### src/hw/rtl/bmhq_pkg.sv
// package with shared types and constants of the heap queue
`timescale 1ns / 1ps
`default_nettype none
package bmhq_pkg;
	localparam int unsigned CAPACITY_DEF = 256;
	localparam int unsigned KEY_W = 32;
	localparam int unsigned PAY_W = 32;
	localparam int unsigned ENTRY_W = KEY_W + PAY_W;

	localparam logic CMD_PUSH = 1'b0;
	localparam logic CMD_POP = 1'b1;

	typedef enum logic [1:0] {
		ST_DONE = 2'd0,
		ST_FULL = 2'd1,
		ST_EMPTY = 2'd2
	} status_t;

	typedef enum logic [3:0] {
		S_IDLE,
		S_PUSH_WR,
		S_UP_RD,
		S_UP_CMP,
		S_POP_RDLAST,
		S_POP_WRROOT,
		S_DN_RD,
		S_DN_CMP,
		S_RES_RD,
		S_RES_OUT
	} state_t;

	// commands from controller to datapath
	typedef struct packed {
		logic load_in;      // capture input item
		logic push_wr;      // write new entry at count+1 and bump count
		logic up_rd;        // read parent of cursor
		logic up_swap;      // write swap of cursor and parent
		logic rd_last;      // read last entry and root
		logic wr_root;      // move last entry to root, drop count
		logic dn_rd;        // read children of cursor
		logic dn_swap;      // write swap of cursor and chosen child
		logic rd_top;       // read root for result
		logic load_res;     // fill output register
		logic set_full;
		logic set_empty;
	} bmhq_cmd_t;

	// status from datapath to controller
	typedef struct packed {
		logic is_pop;
		logic full;
		logic empty;
		logic at_root;      // cursor is 1
		logic up_go;        // parent key strictly greater
		logic has_child;    // 2*cursor <= count
		logic dn_go;        // cursor key strictly greater than chosen child
		logic out_busy;     // output register holds a result
	} bmhq_stat_t;
endpackage
`default_nettype wire

### src/hw/rtl/bmhq_ctrl.sv
// controller state machine of the heap queue
`timescale 1ns / 1ps
`default_nettype none
module bmhq_ctrl (
	input wire logic clk,
	input wire logic arst_n,
	input wire logic in_valid,
	output logic in_stall,
	input wire bmhq_pkg::bmhq_stat_t stat,
	output bmhq_pkg::bmhq_cmd_t cmd_c
);
	import bmhq_pkg::*;
	state_t state_q, state_d;
	logic half_q;

	// state register and swap phase
	always_ff @(posedge clk or negedge arst_n) begin
		if (!arst_n) begin
			state_q <= S_IDLE;
			half_q <= 1'b0;
		end else begin
			state_q <= state_d;
			if (cmd_c.up_swap || cmd_c.dn_swap) half_q <= !half_q;
		end
	end

	// next state and commands
	always_comb begin
		state_d = state_q;
		cmd_c = '0;
		in_stall = 1'b1;
		case (state_q)
			S_IDLE: begin
				in_stall = 1'b0;
				if (in_valid) begin
					cmd_c.load_in = 1'b1;
					state_d = S_PUSH_WR;
				end
			end
			S_PUSH_WR: begin
				if (!stat.is_pop) begin
					if (stat.full) begin
						cmd_c.set_full = 1'b1;
						state_d = S_RES_RD;
					end else begin
						cmd_c.push_wr = 1'b1;
						state_d = S_UP_RD;
					end
				end else if (stat.empty) begin
					cmd_c.set_empty = 1'b1;
					state_d = S_RES_RD;
				end else begin
					cmd_c.rd_last = 1'b1;
					state_d = S_POP_WRROOT;
				end
			end
			S_UP_RD: begin
				if (stat.at_root) state_d = S_RES_RD;
				else begin
					cmd_c.up_rd = 1'b1;
					state_d = S_UP_CMP;
				end
			end
			S_UP_CMP: begin
				if (half_q || stat.up_go) begin
					cmd_c.up_swap = 1'b1;
					state_d = half_q ? S_UP_RD : S_UP_CMP;
				end else state_d = S_RES_RD;
			end
			S_POP_WRROOT: begin
				cmd_c.wr_root = 1'b1;
				state_d = S_DN_RD;
			end
			S_DN_RD: begin
				if (!stat.has_child) state_d = S_RES_RD;
				else begin
					cmd_c.dn_rd = 1'b1;
					state_d = S_DN_CMP;
				end
			end
			S_DN_CMP: begin
				if (half_q || stat.dn_go) begin
					cmd_c.dn_swap = 1'b1;
					state_d = half_q ? S_DN_RD : S_DN_CMP;
				end else state_d = S_RES_RD;
			end
			S_RES_RD: begin
				cmd_c.rd_top = 1'b1;
				state_d = S_RES_OUT;
			end
			S_RES_OUT: begin
				if (!stat.out_busy) begin
					cmd_c.load_res = 1'b1;
					state_d = S_IDLE;
				end
			end
			default: state_d = S_IDLE;
		endcase
	end
endmodule
`default_nettype wire

### config.mk
export PLATFORM = sky130hd
export DESIGN_NAME = bmhq_ctrl
export DESIGN_NICKNAME = d
export VERILOG_FILES = /design/src/hw/rtl/bmhq_pkg.sv /design/src/hw/rtl/bmhq_ctrl.sv
export SDC_FILE = /design/constraint.sdc
export NUM_CORES = 1
export LEC_CHECK = 0
export ABC_CLOCK_PERIOD_IN_PS = 1600
export BUFFER_PORTS_ARGS = -buffer_cell sky130_fd_sc_hd__buf_2
export CORE_MARGIN = 2
export CORE_UTILIZATION = 35
export DETAILED_ROUTE_END_ITERATION = 16
export GPL_ROUTABILITY_DRIVEN = 0
export PLACE_DENSITY = 0.64
export SYNTH_ARGS = -nofsm -noshare
export SYNTH_HDL_FRONTEND = slang
export SYNTH_SLANG_ARGS = --single-unit
### constraint.sdc
create_clock -name clk -period 1.6 [get_ports clk]
set_input_delay 0.08 -clock clk [delete_from_list [all_inputs] [get_ports clk]]
set_output_delay 0.08 -clock clk [all_outputs]
set_load 0.01 [all_outputs]
# == Yosys cells after proc, flatten, opt, wreduce, memory -nomap -nowiden ==
# Cells that the tools add are included.
# totals
ff_bits,5
inputBits,11
out_inout_bits,13
elab_cells,56
# op_classes
n_eq_ne,10
mux,38
reduce_logical,6
# ops
cell,count
$mux W4,9
$pmux W4 S9,1
$mux W1,27
$eq A4 B3 Y1 const B,3
$eq A4 B2 Y1 const B,2
$eq A4 B4 Y1 const B,2
$eq A4 B1 Y1 const B,1
$logic_not A4 Y1,1
$ne A2 B2 Y1 const B,2
$logic_or A1 B1 Y1,3
$mux W2,1
$reduce_and A2 Y1,1
$logic_not A1 Y1,1

# == Logic depth before layout (Yosys ltp) ==
# logic_depth
depth_word,4
ltp_mapped,5
depth_no_buf,4

# == Worst setup path before layout ==
# OpenSTA, ideal clock, no wires.
# synth_timing
path_type,flip-flop to flip-flop
start,register state_q[1]
end,register state_q[3]
setup_time_ps,65
arrival_time_ps,1274
required_ps,1535
path_slack_ps,261
path_stages_with_launch,5
path_buffers,0
period_less_slack_ps,1339
cell_sequence,dfrtp_1 > nand2b_1 > or3_4 > nor3b_2 > a2111o_1
# synth_between
elab_chain_len,3
elab_cells_between_ends,13
classes_between,eq/ne: 10; mux: 1; reduce/logical: 2
# synth_rtl
element,line_no,text
"start, declared",bmhq_ctrl.sv:13,"state_t state_q, state_d;"
"start signal, assigned",bmhq_ctrl.sv:22,state_q <= state_d;
$eq A4 B4 Y1 or $logic_not A4 Y1 (tied branches),bmhq_ctrl.sv:32,case (state_q)
$ne A2 B2 Y1 (no source line),-,
$reduce_and A2 Y1 (no source line),-,
# Parallel ways exist; a longest one is shown, timed or not.
# A chain may end at the register's enable or synchronous reset.

==> summary.txt <==
Outcome
  – Outcome: completed

Timing
  – Worst Tran Pin Value: ~0.36 ns
  – Final period util: between 90% and 100%
  – Final setup fails: 0
  – RSZ-0062 raised after global routing: yes
  – Final hold violation count: 0
  – Worst Setup Slack, final: 0.03192 ns
  – Maximum clock frequency: between 600 and 700 MHz
  – Max_slew headroom: 76.05%
  – Worst Clk Skew: between 0.0015 and 0.002 ns
  – Crit path time final: ~1.6 ns
  – Final Slew Violations: 0

Place
  – Area post-placement: about 600 µm²
  – IO buf count: 23
  – DP HPWL: 1.010 mm
  – Pre-CTS setup slack: roughly 0.063 ns

Finish
  – Filler instances: around 130
  – Final nets: ~110
  – Diodes inserted: 0
  – Most common cell after layout, fill and taps aside: buf_2
  – Share of post-route cells with drive strength above 1: between 40% and 50%
  – Post-layout util: a little under three fifths
  – Most frequent cells in the layout: buf_2, nand2_1, nor2_1, buf_4
  – Final instance area: 739.5 µm²
  – Layout Area Growth over Synthesis: 53.11%

Pwr
  – Max VDD drop: between 0.9 and 1 mV
  – P per Cell Area: 1757 nW/µm²
  – Total leakage power: around 0.38 nW

Clock tree
  – H-tree depth: 1
  – TritonCTS buffer count: 3
  – Root buf cell: clkbuf_4
  – CTS tree: built
  – Clock transition at path regs: 0.04 ns
  – Clock buffer depth: 2
  – Clock tree sinks: 5
  – Clock latency on the worst-skew pair: about 0.23 ns

Yosys
  – Synthesis Warnings: 0
  – Mapped Area: between 400 and 500 µm²
  – Mapped Cells: 65
  – Yosys top cell area share: 25.91%
  – Synthesized area per cell: roughly 7.4 µm²
  – Seq/Total Area, Yosys: 25.91%
  – Flops & latches, synth: 5
  – Count of cell types in the netlist: 31
  – Area leader, netlist: dfrtp_1
  – Synthesized netlist net count: 76
  – Synth top area cells: dfrtp_1, nand2_1, nor2_1

Drt
  – Initial DRC count: 9
  – Via count: ~600
  – WL final: approximately 1.4 mm
  – Routed vias/inst: about 5.3
  – DRC viols: 0
  – Final ANT Viol Nets: 0
  – Avg WL per Cell: between 10 and 15 µm
  – Drt pass-1 iters: 4

Global route
  – First-pass GRT wire length: between 1.5 and 2 mm
  – Pin count of the biggest net entering global routing: 11
  – GR Util All Layers: approximately 17%
  – Remaining Overflow, GRT: 0
  – Initial antenna violation count: 0
  – Number of global-route vias before repair: between 400 and 500

Critical path
  – Crit-path slowest cell: dfrtp_2
  – Crit-path max FO: 2
  – Family with the most delay on the worst path: simple AND/OR/NAND/NOR gates
  – Reg2Reg Depth: 5
  – Critical-path cell list: nand2b_4, or3_4, nor3b_4, buf_2
  – Worst setup EP type: output port
  – Kind of critical path: register to output port
  – Largest stage delay, worst path: ~0.40 ns
  – Worst EP arrival: 1.49 ns
  – CP required: 1.52 ns
  – Crit path depth: 4
  – Crit start category: register
  – WP buf/inv: 1

Floorplanning
  – Top Ports: 24
  – Initial Utilization: between 30% and 40%
  – Die area: ~1700 µm²
  – Core area: roughly 1300 µm²
  – Rows: 13
  – Die X: roughly 41 µm
  – Die Span Y: ~41 µm

Hold path
  – Number of cells on the worst hold path: 3
  – Worst hold path class: primary input to register

Job
  – Max Cap Violations: 0
-- sequential cells by signal, summed over array words and instances, names as in the netlist --
register	count
state_q	4
half_q	1
-- cells in the mapped netlist (all sizes together) --
library cell and number:
and3 2, mux2i 1, o21ai 3, o22a 1, nor2 10, buf 4, dfrtp 5, a21oi 3
o2111ai 1, o31ai 2, a21o 1, o21bai 1, or4 2, or2 1, nor2b 2, nor4b 1
a2111o 1, nand2 10, nor3 5, or3 1, nand2b 1, a31oi 1, inv 3, nor3b 2
nor4 1
-- worst paths after layout --
path	slack [ns]	endpoint	startpoint
min reg2reg	0.61	half_q	half_q
min in group asynchronous	0.19	state_q[0]	arst_n
max	0.03	cmd_c[1]	state_q[1]
max in group asynchronous	1.27	state_q[2]	arst_n
max reg2reg	0.12	state_q[1]	state_q[1]
min	0.18	state_q[0]	stat[5]
-- metal layers --
layer  share of wire, %  wire length, µm  GRT usage [%]  up-vias
met4                  0                0          11.29        0
met5                  0                0              0        -
met1                 42              613          20.72      276
li1                   -                -              -      298
met2                 52              744          27.73       29
met3                5.9               85          3.804        0
-- worst min-delay path, delay by kind of cell --
family | cells | cell delay [ns]
buffers and inverters | 1 | 0.10
AOI/OAI and AO/OA | 2 | 0.19
-- cell families (layout without fill, tap and decap cells) --
group                  after synthesis  after routing  synth area share, %
DFF                                  5              5                25.91
muxes                                1              1                2.073
AOI/OAI and AO/OA                   14             14                19.69
and+or+nand+nor                     38             38                43.53
buffers and inverters                7             41                8.806
-- final cells by class --
| type | instances | area [µm²] | share of cell area, % |
|---|---|---|---|
| clock buffer | 4 | 26.28 | 3.553 |
| multi-input combinational | 53 | 340.3 | 46.02 |
| sequential | 5 | 130.1 | 17.60 |
| inverter | 3 | 11.26 | 1.523 |
| tap | 15 | 18.77 | 2.538 |
| timing repair buffer | 34 | 212.7 | 28.76 |
-- power breakdown --
| group | total [mW] | internal (mW) | switching [mW] |
|---|---|---|---|
| clock network | 0.139 | 0.0939 | 0.0451 |
| registers | 0.280 | 0.191 | 0.0888 |
| logic | 0.880 | 0.451 | 0.429 |
| total | 1.30 | 0.736 | 0.563 |
-- through the flow --
step	std cells	power [mW]	setup TNS [ns]	hold slack (ns)
final	114	1.299	0	0.1796
after global routing	114	1.401	-0.07603	0.1958
after CTS	109	1.148	0	0.1593
after detailed placement	101	0.9118	0	-0.09998
after global placement	101	0.9036	0	-0.1006
after floorplan	65	0.7611	0	-0.2156
-- what timing repair did --
action                                 4_1_cts  5_1_grt
setup buffers                                3        5
gates resized for setup                      5        3
setup endpoints to repair                    3        3
hold buffers                                 1        0
endpoints found under the hold margin        5        0
pin swaps                                    0        1
Note: power is estimated with default switching activity, not from simulation.
